**config.mk**
```make
export PLATFORM = sky130hd
export DESIGN_NAME = bit_file_header_parser_core_flat
export DESIGN_NICKNAME = d
export VERILOG_FILES = /design/src/rtl/core/bfhp_pkg.sv /design/src/rtl/core/bfhp_in_if.sv /design/src/rtl/core/bfhp_out_if.sv /design/src/rtl/core/bit_file_header_parser_core.sv /design/src/flat_wrapper.sv
export SDC_FILE = /design/constraint.sdc
export NUM_CORES = 1
export LEC_CHECK = 0
export BUFFER_PORTS_ARGS = -buffer_cell sky130_fd_sc_hd__buf_2
export CORE_ASPECT_RATIO = 0.9
export CORE_MARGIN = 2
export CORE_UTILIZATION = 35
export CTS_BUF_LIST = sky130_fd_sc_hd__clkbuf_4
export DETAILED_ROUTE_END_ITERATION = 10
export GPL_ROUTABILITY_DRIVEN = 0
export PLACE_DENSITY = 0.55
export SLEW_MARGIN = 20
export SYNTH_ARGS = -nofsm -noshare
export SYNTH_HDL_FRONTEND = slang
export SYNTH_SLANG_ARGS = --single-unit
```
**constraint.sdc**
```tcl
create_clock -name i_clk -period 15.5 [get_ports i_clk]
set_input_delay 0.775 -clock i_clk [delete_from_list [all_inputs] [get_ports i_clk]]
set_output_delay 0.775 -clock i_clk [all_outputs]
set_load 0.02 [all_outputs]
```
**src/rtl/core/bfhp_pkg.sv**
```systemverilog
// ----------------------------------------------------------------------------
// bfhp_pkg
// Shared types and constants of the bit file header parser.
// ----------------------------------------------------------------------------
package bfhp_pkg;

    // limit on header bytes consumed before the header is declared invalid
    localparam int unsigned HEADER_LIMIT = 65536;

    localparam int unsigned POS_W    = 17;
    localparam int unsigned CNT_W    = 16;
    localparam int unsigned ACC_W    = 32;
    localparam int unsigned CFG_W    = 8;
    localparam int unsigned CFG_IDX_W = 1;

    // register indexes of the configuration port
    localparam logic [CFG_IDX_W-1:0] REG_EVEN_MAGIC = 1'd0;
    localparam logic [CFG_IDX_W-1:0] REG_ODD_MAGIC  = 1'd1;

    // status codes
    localparam logic [1:0] ST_PARSING = 2'd0;
    localparam logic [1:0] ST_DONE    = 2'd1;
    localparam logic [1:0] ST_ERROR   = 2'd2;

    // field tags
    localparam logic [2:0] TAG_NONE = 3'd0;

    typedef struct packed {
        logic [7:0] data_byte;
        logic       restart;
    } t_in_beat;

    typedef struct packed {
        logic [1:0]       status;
        logic [2:0]       field_tag;
        logic [7:0]       string_byte;
        logic [POS_W-1:0] header_length;
        logic [ACC_W-1:0] bitstream_length;
    } t_out_beat;

endpackage

```
**src/rtl/core/bfhp_in_if.sv**
```systemverilog
// ----------------------------------------------------------------------------
// bfhp_in_if
// Valid/ready channel carrying header bytes into the parser.
// ----------------------------------------------------------------------------
interface bfhp_in_if;
    logic              valid;
    logic              ready;
    bfhp_pkg::t_in_beat data;

    modport source (output valid, output data, input ready);
    modport sink   (input valid, input data, output ready);
endinterface

```
**src/rtl/core/bfhp_out_if.sv**
```systemverilog
// ----------------------------------------------------------------------------
// bfhp_out_if
// Valid/ready channel carrying parser results.
// ----------------------------------------------------------------------------
interface bfhp_out_if;
    logic                valid;
    logic                ready;
    bfhp_pkg::t_out_beat data;

    modport source (output valid, output data, input ready);
    modport sink   (input valid, input data, output ready);
endinterface

```
**src/rtl/core/bit_file_header_parser_core.sv**
```systemverilog
// ----------------------------------------------------------------------------
// bit_file_header_parser_core
// Byte-serial parser for the header of a configuration bit file: magic
// length and pattern, marker half word, keyed string fields a to d, key e
// and the 32-bit bitstream length. String bytes leave tagged by field.
// ----------------------------------------------------------------------------
//  channel    dir  beat contents
//  i_byte_ch  in   data_byte, restart
//  o_res_ch   out  status, field_tag, string_byte, header_length,
//                  bitstream_length
//  i_cfg_*    in   register write: even / odd magic value
//
//  one result beat per header byte, one byte accepted per cycle while the sink is not stalling
//  the result of each accepted byte is registered in the result register
//  the parse state updates in the accept cycle; the result register holds
//  while the sink stalls and a new byte is taken as soon as it drains
//  synchronous active-low reset: parser cleared, magic values 0x0f / 0xf0
// ----------------------------------------------------------------------------
module bit_file_header_parser_core (
    input  logic                              i_clk,
    input  logic                              i_rst_n,
    bfhp_in_if.sink                           i_byte_ch,
    bfhp_out_if.source                        o_res_ch,
    input  logic                              i_cfg_we,
    input  logic [bfhp_pkg::CFG_IDX_W-1:0]    i_cfg_idx,
    input  logic [bfhp_pkg::CFG_W-1:0]        i_cfg_data
);

    // parse phases; field phases are FIELD0 + 4*field + sub
    localparam logic [4:0] PH_MLEN_HI = 5'd0;
    localparam logic [4:0] PH_MLEN_LO = 5'd1;
    localparam logic [4:0] PH_MAGIC   = 5'd2;
    localparam logic [4:0] PH_TERM    = 5'd3;
    localparam logic [4:0] PH_ONE_HI  = 5'd4;
    localparam logic [4:0] PH_ONE_LO  = 5'd5;
    localparam logic [4:0] PH_FIELD0  = 5'd6;
    localparam logic [4:0] PH_KEY_E   = 5'd22;
    localparam logic [4:0] PH_BITLEN  = 5'd23;
    localparam logic [4:0] PH_DONE    = 5'd24;

    localparam logic [1:0] SUB_KEY    = 2'd0;
    localparam logic [1:0] SUB_LEN_HI = 2'd1;
    localparam logic [1:0] SUB_LEN_LO = 2'd2;

    localparam logic [7:0] KEY_A    = 8'h61;
    localparam logic [7:0] KEY_E    = 8'h65;
    localparam logic [1:0] LAST_FIELD = 2'd3;

    localparam int unsigned POS_W = bfhp_pkg::POS_W;
    localparam int unsigned CNT_W = bfhp_pkg::CNT_W;
    localparam int unsigned ACC_W = bfhp_pkg::ACC_W;
    localparam logic [POS_W-1:0] POS_LIMIT = POS_W'(bfhp_pkg::HEADER_LIMIT);

    // configuration
    logic [7:0] r_even_magic;
    logic [7:0] r_odd_magic;

    // parse state
    logic [4:0]       r_phase,  n_phase;
    logic [CNT_W-1:0] r_fcount, n_fcount;
    logic [CNT_W-1:0] r_flen,   n_flen;
    logic [POS_W-1:0] r_pos,    n_pos;
    logic [ACC_W-1:0] r_acc,    n_acc;
    logic [1:0]       r_status, n_status;

    // result register
    logic                r_out_valid;
    bfhp_pkg::t_out_beat r_out, n_out;

    // state seen by this byte, after an optional restart
    logic [4:0]       c_phase;
    logic [CNT_W-1:0] c_fcount;
    logic [CNT_W-1:0] c_flen;
    logic [POS_W-1:0] c_pos;
    logic [ACC_W-1:0] c_acc;
    logic [1:0]       c_status;

    logic             accept;
    logic [7:0]       b;
    logic [4:0]       rel;
    logic [1:0]       fld;
    logic [1:0]       sub;
    logic [15:0]      half;
    logic [CNT_W:0]   cnt_inc;
    logic [7:0]       want;
    logic [2:0]       tag;
    logic [7:0]       sbyte;
    logic             fail;

    assign i_byte_ch.ready = !r_out_valid || o_res_ch.ready;
    assign accept          = i_byte_ch.valid && i_byte_ch.ready;
    assign b               = i_byte_ch.data.data_byte;

    assign o_res_ch.valid = r_out_valid;
    assign o_res_ch.data  = r_out;

    always_comb begin
        if (i_byte_ch.data.restart) begin
            c_phase  = PH_MLEN_HI;
            c_fcount = '0;
            c_flen   = '0;
            c_pos    = '0;
            c_acc    = '0;
            c_status = bfhp_pkg::ST_PARSING;
        end else begin
            c_phase  = r_phase;
            c_fcount = r_fcount;
            c_flen   = r_flen;
            c_pos    = r_pos;
            c_acc    = r_acc;
            c_status = r_status;
        end
    end

    assign rel     = c_phase - PH_FIELD0;
    assign fld     = rel[3:2];
    assign sub     = rel[1:0];
    assign half    = {c_acc[7:0], b};
    assign cnt_inc = {1'b0, c_fcount} + (CNT_W+1)'(1);
    assign want    = c_fcount[0] ? r_odd_magic : r_even_magic;

    // one parse step
    always_comb begin
        n_phase  = c_phase;
        n_fcount = c_fcount;
        n_flen   = c_flen;
        n_pos    = c_pos;
        n_acc    = c_acc;
        n_status = c_status;
        tag      = bfhp_pkg::TAG_NONE;
        sbyte    = 8'd0;
        fail     = 1'b0;

        if (c_status == bfhp_pkg::ST_PARSING) begin
            if (c_pos >= POS_LIMIT) begin
                fail = 1'b1;
            end else begin
                n_pos = c_pos + POS_W'(1);
                if (c_phase == PH_MLEN_HI) begin
                    n_acc   = ACC_W'(b);
                    n_phase = PH_MLEN_LO;
                end else if (c_phase == PH_MLEN_LO) begin
                    if (half == 16'd0) begin
                        fail = 1'b1;
                    end else if (half == 16'd1) begin
                        n_phase = PH_TERM;
                    end else begin
                        n_flen   = half - 16'd1;
                        n_fcount = '0;
                        n_phase  = PH_MAGIC;
                    end
                end else if (c_phase == PH_MAGIC) begin
                    if (b != want) begin
                        fail = 1'b1;
                    end else begin
                        n_fcount = cnt_inc[CNT_W-1:0];
                        if (cnt_inc[CNT_W-1:0] >= c_flen) begin
                            n_phase = PH_TERM;
                        end
                    end
                end else if (c_phase == PH_TERM) begin
                    n_phase = PH_ONE_HI;
                end else if (c_phase == PH_ONE_HI) begin
                    n_acc   = ACC_W'(b);
                    n_phase = PH_ONE_LO;
                end else if (c_phase == PH_ONE_LO) begin
                    if (half != 16'd1) begin
                        fail = 1'b1;
                    end else begin
                        n_phase = PH_FIELD0;
                    end
                end else if (c_phase >= PH_FIELD0 && c_phase < PH_KEY_E) begin
                    case (sub)
                        SUB_KEY: begin
                            if (b != KEY_A + 8'(fld)) begin
                                fail = 1'b1;
                            end else begin
                                n_phase = c_phase + 5'd1;
                            end
                        end
                        SUB_LEN_HI: begin
                            n_acc   = ACC_W'(b);
                            n_phase = c_phase + 5'd1;
                        end
                        SUB_LEN_LO: begin
                            n_flen   = half;
                            n_fcount = '0;
                            if (half == 16'd0) begin
                                fail = 1'b1;
                            end else begin
                                n_phase = c_phase + 5'd1;
                            end
                        end
                        default: begin
                            // string byte, tagged whether or not it passes
                            tag   = 3'(fld) + 3'd1;
                            sbyte = b;
                            if (cnt_inc >= {1'b0, c_flen}) begin
                                if (b != 8'd0) begin
                                    fail = 1'b1;
                                end else if (fld == LAST_FIELD) begin
                                    n_phase = PH_KEY_E;
                                end else begin
                                    n_phase = c_phase + 5'd1;
                                end
                            end else begin
                                n_fcount = cnt_inc[CNT_W-1:0];
                            end
                        end
                    endcase
                end else if (c_phase == PH_KEY_E) begin
                    if (b != KEY_E) begin
                        fail = 1'b1;
                    end else begin
                        n_acc    = '0;
                        n_fcount = '0;
                        n_phase  = PH_BITLEN;
                    end
                end else if (c_phase == PH_BITLEN) begin
                    n_acc    = {c_acc[ACC_W-9:0], b};
                    n_fcount = cnt_inc[CNT_W-1:0];
                    if (cnt_inc[CNT_W-1:0] >= CNT_W'(4)) begin
                        n_status = bfhp_pkg::ST_DONE;
                        n_phase  = PH_DONE;
                    end
                end else begin
                    fail = 1'b1;
                end
            end
        end

        if (fail) begin
            n_status = bfhp_pkg::ST_ERROR;
            n_phase  = PH_DONE;
        end
    end

    // result beat; lengths only shown once the header is complete
    always_comb begin
        n_out.status      = n_status;
        n_out.field_tag   = tag;
        n_out.string_byte = sbyte;
        if (n_status == bfhp_pkg::ST_DONE) begin
            n_out.header_length    = n_pos;
            n_out.bitstream_length = n_acc;
        end else begin
            n_out.header_length    = '0;
            n_out.bitstream_length = '0;
        end
    end

    always_ff @(posedge i_clk) begin
        if (!i_rst_n) begin
            r_even_magic <= 8'h0f;
            r_odd_magic  <= 8'hf0;
        end else if (i_cfg_we) begin
            case (i_cfg_idx)
                bfhp_pkg::REG_EVEN_MAGIC: r_even_magic <= i_cfg_data;
                bfhp_pkg::REG_ODD_MAGIC:  r_odd_magic  <= i_cfg_data;
                default: ;
            endcase
        end
    end

    always_ff @(posedge i_clk) begin
        if (!i_rst_n) begin
            r_phase     <= PH_MLEN_HI;
            r_fcount    <= '0;
            r_flen      <= '0;
            r_pos       <= '0;
            r_acc       <= '0;
            r_status    <= bfhp_pkg::ST_PARSING;
            r_out_valid <= 1'b0;
        end else begin
            if (accept) begin
                r_phase  <= n_phase;
                r_fcount <= n_fcount;
                r_flen   <= n_flen;
                r_pos    <= n_pos;
                r_acc    <= n_acc;
                r_status <= n_status;
            end
            if (accept) begin
                r_out_valid <= 1'b1;
            end else if (o_res_ch.ready) begin
                r_out_valid <= 1'b0;
            end
        end
    end

    // result payload, no reset needed
    always_ff @(posedge i_clk) begin
        if (accept) begin
            r_out <= n_out;
        end
    end

endmodule

```
**src/flat_wrapper.sv**
```systemverilog
// flat-port wrapper written by rule: the top's interface ports become plain ports
module bit_file_header_parser_core_flat 
  (i_clk, i_rst_n, i_cfg_we, i_cfg_idx, i_cfg_data, i_byte_ch_valid, i_byte_ch_data, i_byte_ch_ready, o_res_ch_valid, o_res_ch_data, o_res_ch_ready);
  bfhp_in_if i_byte_ch_i ();
  bfhp_out_if o_res_ch_i ();
  input  logic i_clk;
  input  logic i_rst_n;
  input  logic i_cfg_we;
  input  logic [bfhp_pkg::CFG_IDX_W-1:0] i_cfg_idx;
  input  logic [bfhp_pkg::CFG_W-1:0] i_cfg_data;
  input wire logic [$bits(i_byte_ch_i.valid)-1:0] i_byte_ch_valid;
  input wire logic [$bits(i_byte_ch_i.data)-1:0] i_byte_ch_data;
  output wire logic [$bits(i_byte_ch_i.ready)-1:0] i_byte_ch_ready;
  output wire logic [$bits(o_res_ch_i.valid)-1:0] o_res_ch_valid;
  output wire logic [$bits(o_res_ch_i.data)-1:0] o_res_ch_data;
  input wire logic [$bits(o_res_ch_i.ready)-1:0] o_res_ch_ready;
  assign i_byte_ch_i.valid = i_byte_ch_valid;
  assign i_byte_ch_i.data = i_byte_ch_data;
  assign i_byte_ch_ready = i_byte_ch_i.ready;
  assign o_res_ch_valid = o_res_ch_i.valid;
  assign o_res_ch_data = o_res_ch_i.data;
  assign o_res_ch_i.ready = o_res_ch_ready;
  bit_file_header_parser_core u_core (.i_clk(i_clk), .i_rst_n(i_rst_n), .i_byte_ch(i_byte_ch_i), .o_res_ch(o_res_ch_i), .i_cfg_we(i_cfg_we), .i_cfg_idx(i_cfg_idx), .i_cfg_data(i_cfg_data));
endmodule
```
After elaboration in Yosys (flattened, before gate mapping)
Cells that the tools add are included.
Widths: inputs -> output; s select.

operators by class
  add/sub/neg operators = 7
  $lt $le $gt $ge = 6
  equality and inequality tests = 16
  multiplexer cells = 110
  bitwise gates (word level) = 3
  reductions and logical operators = 14

operators with widths
  operator               count
  $mux 16                30
  $mux 32                14
  $mux 5                 24
  $mux 17                3
  $pmux 16 s2            1
  $mux 2                 14
  $mux 1                 21
  $add 16x1->17 const B  1
  $add 17x1->17 const B  1
  $ge 17x16->1           1
  $ge 17x17->1 const B   1
  $eq 16x1->1 const B    1
  $ge 16x16->1           1
  $ge 16x3->1 const B    1
  $logic_not 16->1       1
  $ne 16x1->1 const B    1
  $ne 8x8->1             2
  $sub 16x1->16 const B  1
  $pmux 5 s3             1
  $reduce_or 12->1       1
  $eq 5x2->1 const B     2
  $eq 5x3->1 const B     2
  $eq 5x5->1 const B     2
  $add 7x2->8 const A    1
  21 further kinds       28

word-level totals
  flip-flop bits (word level) = 167
  input port bits = 23
  output and inout bits = 64
  word-level logic and storage cells = 170

Depth between registers and ports, before layout
Gate-level depths: netlist of the first run.

  word-level depth = 17
  depth in mapped cells = 25
  depth with buffers taken out = 16

Worst setup path before layout of the first run
No wires, ideal clock.

  kind = input port to flip-flop
  from = input port i_byte_ch_data[0]
  to = register u_core.r_out (netlist bit u_core.o_res_ch.data[23]), data pin
  library setup time = 0.259 ns
  arrival time = 5.306 ns
  data required time = 15.241 ns
  slack = 9.935 ns
  cell stages on the path = 25
  path buffers = 9
  path through = buf_2 -> buf_2 -> buf_4 -> buf_4 -> buf_2 -> nor2b_1 -> clkbuf_1 -> ha_1 -> buf_2 -> nand4_2 -> or2_2 -> nor2_1 -> xor2_1 -> ha_1 -> nand3_1 -> or4_1 -> nor3b_1 -> mux2_4 -> nand2_1 -> a31oi_2 -> o32ai_2 -> nand2_1 -> buf_2 -> buf_6 -> nor2_1

on the way
  cells in the longest elaborated chain, start to end = 17
  elaborated cells between the ends (all ways) = 76
  classes of those cells = add/sub: 3; order compare: 5; eq/ne: 13; mux: 50; reduce/logical: 5

RTL lines
  item                                          line                                                                    source
  start: declaration                            flat_wrapper.sv:12                                                      input wire logic [$bits(i_byte_ch_i.data)-1:0] i_byte_ch_data;
  $mux 16 or $mux 5 (tied branches)             bit_file_header_parser_core.sv:98                                       if (i_byte_ch.data.restart) begin
  $add 16x1->17 or $sub 4x3->4 (tied branches)  bit_file_header_parser_core.sv:119, bit_file_header_parser_core.sv:115
  $ge 16x3->1 or $add 7x2->8 (tied branches)    bit_file_header_parser_core.sv:222, bit_file_header_parser_core.sv:175
  $mux 2 or $ne 8x8->1 (tied branches)          bit_file_header_parser_core.sv:222, bit_file_header_parser_core.sv:175
  $mux 2 or $mux 1 (tied branches)              bit_file_header_parser_core.sv:219, bit_file_header_parser_core.sv:175
  $mux 2 or $pmux 1 s3 (tied branches)          bit_file_header_parser_core.sv:211, bit_file_header_parser_core.sv:173
  $mux 2 or $mux 1 (tied branches)              bit_file_header_parser_core.sv:172                                      end else if (c_phase >= PH_FIELD0 && c_phase < PH_KEY_E) begin
  $mux 2 or $mux 1 (tied branches)              bit_file_header_parser_core.sv:166                                      end else if (c_phase == PH_ONE_LO) begin
  $mux 2 or $mux 1 (tied branches)              bit_file_header_parser_core.sv:163                                      end else if (c_phase == PH_ONE_HI) begin
  $mux 2 or $mux 1 (tied branches)              bit_file_header_parser_core.sv:161                                      end else if (c_phase == PH_TERM) begin
  $mux 2 or $mux 1 (tied branches)              bit_file_header_parser_core.sv:152                                      end else if (c_phase == PH_MAGIC) begin
  $mux 2 or $mux 1 (tied branches)              bit_file_header_parser_core.sv:142                                      end else if (c_phase == PH_MLEN_LO) begin
  $mux 2 or $mux 1 (tied branches)              bit_file_header_parser_core.sv:139                                      if (c_phase == PH_MLEN_HI) begin
  $mux 2 or $mux 1 (tied branches)              bit_file_header_parser_core.sv:135                                      if (c_pos >= POS_LIMIT) begin
  $mux 2 or $mux 1 (tied branches)              bit_file_header_parser_core.sv:134                                      if (c_status == bfhp_pkg::ST_PARSING) begin
  $mux 2                                        bit_file_header_parser_core.sv:232                                      if (fail) begin
  $eq 2x1->1                                    bit_file_header_parser_core.sv:243                                      if (n_status == bfhp_pkg::ST_DONE) begin
  end signal: assignment                        bit_file_header_parser_core.sv:294                                      r_out <= n_out;
  end: declaration                              bit_file_header_parser_core.sv:68                                       bfhp_pkg::t_out_beat r_out, n_out;

Several ways; a longest one is shown, not always the timed one.
A chain may end at the register's enable or synchronous reset.

Worst setup path after layout of the first run
  from = input port i_byte_ch_data[0]
  to = register u_core.r_out (netlist bit u_core.o_res_ch.data[25]), data pin

Same word-level chain as after synthesis.

==> run metrics, run 1 <==
status complete, no violations; DRC violations left 0; 1st-pass router iterations 6; pre-CTS setup slack 8.97 ns; clock skew 0.0618 ns; largest fanout on the critical path 73; Critical Path AT 6.39 ns; yosys synthesis warning count 0; Initial Util 0.353; Compound-Gate Fraction of Synth Area 0.274; Die Y 179 microns; Yosys top cell area share 0.176; worst relative slew slack 0.290; dominant synthesized flop cell dfxtp_1; Routed WL 43100 microns; CTS tree done; Post-Synthesis Cells 1551; commonest non-fill, non-tap cells in the layout nor2_1, nand2_1, o21ai_0; Clock Power Share 0.275; reg-to-reg startpoint u_core.r_fcount[1]; simple logic cell fraction of the synthesized area 0.258; H-Tree Depth 4; # placed instances 2000; # setup viols final 0; fin nets 1608; sw power 0.366 mW; Max VDD drop 0.0400 mV; RSZ-0062 raised after global routing no; flops & latches, synth 167; commonest non-fill, non-tap cell in the layout nor2_1; vias per cell 6.07; CP Class input pin to register; Finished Layout Cells 2034; power consumption 1.02 mW; Die X-Extent 199 microns; Tightest Pin Transition 1.05 ns; Vias 12338; final worst setup slack 9.46 ns; P&R area growth vs syn 8.60%; die area 35600 sq um; core box area 33800 sq um; flop2flop setup slack 9.90 ns; vias in the first global route 11279; Post-CTS Setup Inserts 0; Root Driver clkbuf_4; Worst Hold Depth 3; fin area 13000 sq um; post-layout util 0.384; Setup crit start kind input pin; CTS max path bufs 2; DRT iter0 DRCs 1553; adder-cell share of the synthesized area 0.0293; CTS sink cnt 167; fraction of layout cells with a size suffix above 1 0.118; Clock Pin Slew Worst Setup and Hold Paths 0.16 ns; Tightest Hold Check Type input pin to register; async set-reset flop share out of synthesis 0; final hold violations 0; post-synth cell types 92; GRT overflow 0; Pleak 4.72 nW; Syn Area/Cell 7.70 sq um; achievable frequency 165 MHz; register area share after synthesis 0.332; pwr/cell area 78.4 nW/um^2; global-route wire length before repair 67000 microns; WL/cell 21.2 microns; cells on worst reg2reg path 15; gr usage total 0.245; P_int 0.650 mW; EDFF count, synth 62; Post-DP Area 12700 sq um; largest cells by area after synthesis dfxtp_1, edfxtp_1, nor2_1; number of CTS-inserted buffers 17; Std-Cell Rows 64; IO Port Bufs 86; WP data required 15.85 ns; initial antenna violation count 2; post-synthesis mux area share 0.0143; Top Ports 87; Hold Crit Start i_cfg_data[3]; final slew viol count 0; Logic pwr share 0.243; Crit. End Element register; Endpoint, Worst Hold u_core.r_even_magic[3]; Post-CTS Hold Buffers 0; cell accounting for the most synthesized area dfxtp_1; synthesized cell area 11900 sq um; final hold slack 0.374 ns; R2R Path End u_core.o_res_ch.data[25]; part of the cycle the worst path needs 0.390; Post-Syn Nets 1602; Max-Cap Viols 0; switching part of the total 0.361; largest net degree at the start of global routing 82; XOR/XNOR Fraction of Synth Area 0.0417; hpwl dp 30000 microns; TNS Setup 0 ns; largest family of logic cells by synthesized area compound AO/OA/AOI/OAI gates; post-cts resize count 0; Skew-Pair Late Insertion Delay 0.64 ns; Post-DRT Antenna Nets 0; fin crit period 6.04 ns; sequential power share 0.482
[worst max-delay path by stage]
stage                     slack (ns)  depth (start not counted)                        to               from
after global placement          9.23                         17   u_core.o_res_ch.data[7]  i_byte_ch_data[0]
after floorplan                 9.93                         25  u_core.o_res_ch.data[23]  i_byte_ch_data[0]
final                           9.46                         17  u_core.o_res_ch.data[25]  i_byte_ch_data[0]
after global routing            9.08                         17  u_core.o_res_ch.data[25]  i_byte_ch_data[0]
after detailed placement        8.97                         17  u_core.o_res_ch.data[25]  i_byte_ch_data[0]
after CTS                       9.65                         19  u_core.o_res_ch.data[25]  i_byte_ch_data[0]
[layout make-up]
type,instances,area (sq um)
Antenna cell,2,5.00
Multi-Input combinational cell,1235,7400
Sequential cell,167,3960
Fill cell,3577,20800
Timing Repair Buffer,113,636
Tap cell,462,578
Inverter,23,90.1
Clock inverter,12,144
Clock buffer,20,150
[critical path: stages]
cell and delay [ns]:
buf_4 0.27, buf_4 0.44, nor2b_1 0.52, ha_1 0.44, nand4_2 0.23, nor4_4 0.62
nand3_1 0.28, xnor2_1 0.23, ha_1 0.34, nand3_1 0.13, a311oi_2 0.30, o211ai_2 0.43
a31oi_2 0.53, o32ai_2 0.15, nand2_1 0.08, buf_4 0.44, nor2_1 0.12
[registers in the layout (all words and copies together) (netlist names)]
signal / count
u_core.o_res_ch.data: 62
u_core.o_res_ch.valid: 1
u_core.r_acc: 32
u_core.r_even_magic: 8
u_core.r_fcount: 16
u_core.r_flen: 16
u_core.r_odd_magic: 8
u_core.r_phase: 5
u_core.r_pos: 17
u_core.r_status: 2
[power by group through the flow]
stage / Clock [mW] / Combinational [mW] / Sequential [mW]
floorplan: 0 / 0.157 / 0.504
global placement: 0 / 0.238 / 0.499
detailed placement: 0 / 0.239 / 0.499
CTS: 0.289 / 0.240 / 0.490
global route: 0.306 / 0.265 / 0.493
finish: 0.280 / 0.246 / 0.490
[cell families (layout without fill, tap and decap cells)]
| kind of cell | Yosys count | after routing |
|---|---|---|
| AND/OR/NAND/NOR | 642 | 642 |
| AO/OA/AOI/OAI | 493 | 493 |
| flip-flops | 167 | 167 |
| buffers and inverters | 149 | 168 |
| XOR/XNOR | 56 | 56 |
| adder cells (fa/ha/maj) | 28 | 28 |
| multiplexers | 16 | 16 |
| other | 0 | 2 |
[per-layer routing]
layer	track usage	share of wire	vias up	wire [microns]
met5	0	0	-	0
met4	0.107	0.039	0	1700
met3	0.0604	0.098	114	4240
met2	0.357	0.42	658	18200
met1	0.342	0.44	5852	19000
li1	-	-	5714	-
[Yosys cell counts, types with 10 or more instances]
master / n
o211ai_1: 10
o21ai_0: 125
nand2_1: 181
a211oi_1: 23
nor4_1: 14
nand3_1: 54
buf_2: 18
nand4_1: 12
nor3_1: 37
o221ai_1: 11
edfxtp_1: 62
a221oi_1: 15
and2_1: 20
mux2i_1: 11
ha_1: 28
a32oi_1: 16
nor2b_1: 48
inv_1: 21
clkbuf_1: 96
a21o_1: 11
nor2_1: 195
a21oi_1: 111
a22oi_1: 54
a31oi_1: 22
o22ai_1: 12
dfxtp_1: 105
nand2b_1: 13
xnor2_1: 34
xor2_1: 21
and3_1: 20
Power figures use the tool's default switching activity.
==> inputs of run 2 (changes only) <==
--- a/config.mk
+++ b/config.mk
@@ -5,6 +5,7 @@
 export SDC_FILE = /design/constraint.sdc
 export NUM_CORES = 1
 export LEC_CHECK = 0
+export ABC_AREA = 1
 export BUFFER_PORTS_ARGS = -buffer_cell sky130_fd_sc_hd__buf_2
 export CORE_ASPECT_RATIO = 0.9
 export CORE_MARGIN = 2
@@ -12,7 +13,7 @@
 export CTS_BUF_LIST = sky130_fd_sc_hd__clkbuf_4
 export DETAILED_ROUTE_END_ITERATION = 10
 export GPL_ROUTABILITY_DRIVEN = 0
-export PLACE_DENSITY = 0.55
+export PLACE_DENSITY = 0.57
 export SLEW_MARGIN = 20
 export SYNTH_ARGS = -nofsm -noshare
 export SYNTH_HDL_FRONTEND = slang
==> constraint.sdc (replaced) <==
create_clock -name i_clk -period 5.2 [get_ports i_clk]
set_input_delay 0.26 -clock i_clk [delete_from_list [all_inputs] [get_ports i_clk]]
set_output_delay 0.26 -clock i_clk [all_outputs]
set_load 0.02 [all_outputs]
==> run 2 against run 1 <==
Against the previous run: worst hold slack worse by 0.27 ns; routed wire length is 4.4% higher; clock skew is 0.025 ns lower; cell count is 18% higher; register-to-register slack worse by 9.2 ns; cell area is 6.4% higher; global-route usage is 0.37 points lower; sequential share of layout area is 1.8 points lower; clock power grew to 3.0 times the previous value; core utilization is 0.99 points higher; power grew to 3.2 times the previous value; critical path type is now register to register.
==> run metrics, run 2 <==
post-synth cell types 58; Std-Cell Rows 65; EDFF count, synth 62; fraction of layout cells with a size suffix above 1 0.128; commonest non-fill, non-tap cell in the layout nand2_1; async set-reset flop share out of synthesis 0; commonest non-fill, non-tap cells in the layout nand2_1, inv_1, nor2_1; WP data required 5.69 ns; crit path buf inv count 4; CTS sink cnt 167; Post-DRT Antenna Nets 0; initial antenna violation count 3; hpwl dp 31400 microns; Routed WL 45000 microns; pwr/cell area 233 nW/um^2; core box area 35100 sq um; vias in the first global route 12150; WL/cell 18.8 microns; Skew-Pair Late Insertion Delay 0.64 ns; Largest register FFs 62; largest cells by area after synthesis dfxtp_1, edfxtp_1, nand2_1; Critical Path AT 5.03 ns; post-layout util 0.394; CTS tree done; Post-CTS Setup Inserts 0; fin crit period 4.54 ns; Post-DP Area 13400 sq um; achievable frequency 220 MHz; final hold violations 0; synthesized cell area 12500 sq um; CP Class register to register; Post-CTS Hold Buffers 11; DRT iter0 DRCs 1659; worst relative slew slack 0.366; final slew viol count 0; dominant synthesized flop cell dfxtp_1; fin area 13800 sq um; 1st-pass router iterations 8; flops & latches, synth 167; P&R area growth vs syn 10.7%; RSZ-0062 raised after global routing no; die area 37100 sq um; vias per cell 5.63; Worst Hold Depth 5; Clock Pin Slew Worst Setup and Hold Paths 0.16 ns; cell accounting for the most synthesized area dfxtp_1; flop2flop setup slack 0.66 ns; cells on worst reg2reg path 28; register area share after synthesis 0.318; Initial Util 0.356; CTS max path bufs 2; Yosys top cell area share 0.169; clock skew 0.0366 ns; global-route wire length before repair 69900 microns; most frequent cells after synthesis nand2_1, inv_1, nor2_1; Top Ports 87; Post-Syn Nets 1896; Hold Crit Start i_cfg_we; Max-Cap Viols 0; max incr delay on CP 0.38 ns; Setup crit start kind register; gr usage total 0.241; number of CTS-inserted buffers 17; H-Tree Depth 4; Tightest Pin Transition 0.948 ns; Post-Synthesis Cells 1845; part of the cycle the worst path needs 0.872; Top delay family on crit path simple AND/OR/NAND/NOR gates; slowest stage cell, crit path dfxtp_1; R2R Path End u_core.o_res_ch.data[6]; largest fanout on the critical path 30; CP most frequent cell nand2_1; post-cts resize count 0; status complete, no violations; TNS Setup 0 ns; final hold slack 0.106 ns; Root Driver clkbuf_4; largest net degree at the start of global routing 71; Endpoint, Worst Hold u_core.r_even_magic[1]; Syn Area/Cell 6.75 sq um; Die X-Extent 203 microns; Max VDD drop 0.121 mV; # setup viols final 0; count leader, synth nand2_1; Pleak 5.93 nW; GRT overflow 0; fin nets 1959; IO Port Bufs 86; reg-to-reg startpoint u_core.r_fcount[1]; Vias 13478; DRC violations left 0; Crit. End Element register; yosys synthesis warning count 0; Tightest Hold Check Type input pin to register; Die Y 183 microns
## run 2: cells by family (layout without fill, tap and decap cells)
group | count (synthesis) | count (layout) | share of synthesized area
flip-flops | 167 | 167 | 0.318
adder cells (fa/ha/maj) | 28 | 28 | 0.0281
XOR/XNOR | 42 | 42 | 0.0295
buffers and inverters | 368 | 444 | 0.118
multiplexers | 9 | 9 | 0.00723
AO/OA/AOI/OAI | 551 | 551 | 0.258
AND/OR/NAND/NOR | 680 | 680 | 0.242
other | 0 | 3 | 0
## run 2: final cells by class
type | count | area [sq um]
Antenna cell | 3 | 7.51
Clock buffer | 18 | 135
Clock inverter | 14 | 161
Fill cell | 3704 | 21300
Inverter | 270 | 1020
Multi-Input combinational cell | 1310 | 7030
Sequential cell | 167 | 3960
Tap cell | 469 | 587
Timing Repair Buffer | 142 | 891
## run 2: worst reg2reg max path, delay by kind of cell, from the launching register on
| family | cells | cell delay (ns) |
|---|---|---|
| xor gates and xnor gates | 1 | 0.22 |
| buffers and inverters | 4 | 0.64 |
| and+or+nand+nor | 18 | 2.28 |
| DFF | 1 | 0.38 |
| adders and majority gates | 2 | 0.56 |
| AOI/OAI and AO/OA | 3 | 0.34 |
## run 2: report_power, final
group	switching (mW)	leakage (nW)	internal (mW)
registers	0.0404	1.49	1.43
clock network	0.546	0.163	0.306
logic	0.627	4.28	0.256
## run 2: metrics by stage
step / cells / power (mW) / worst slack [ns]
2_1_floorplan: 1845 / 2.10 / 1.35
3_3_place_gp: 2347 / 2.35 / 0.677
3_5_place_dp: 2347 / 2.36 / 0.557
4_1_cts: 2390 / 3.21 / 0.735
5_1_grt: 2391 / 3.38 / 0.244
6_report: 2393 / 3.21 / 0.663
## run 2: metal layers
layer	up-vias	track usage	routed length [microns]
met5	-	0	0
met2	754	0.356	18700
met3	92	0.0588	4960
met1	6235	0.345	20300
met4	0	0.0771	1120
li1	6397	-	-
## run 2: worst max path at each step
stage,startpoint,endpoint,slack [ns],cells past startpoint
after floorplan,i_byte_ch_data[0],u_core.o_res_ch.data[48],1.35,32
after global placement,i_byte_ch_data[0],u_core.o_res_ch.data[6],0.68,28
after detailed placement,i_byte_ch_data[0],u_core.o_res_ch.data[0],0.56,28
after CTS,u_core.r_fcount[1],u_core.o_res_ch.data[16],0.74,28
after global routing,u_core.r_fcount[1],u_core.o_res_ch.data[16],0.24,28
final,u_core.r_fcount[1],u_core.o_res_ch.data[6],0.66,28
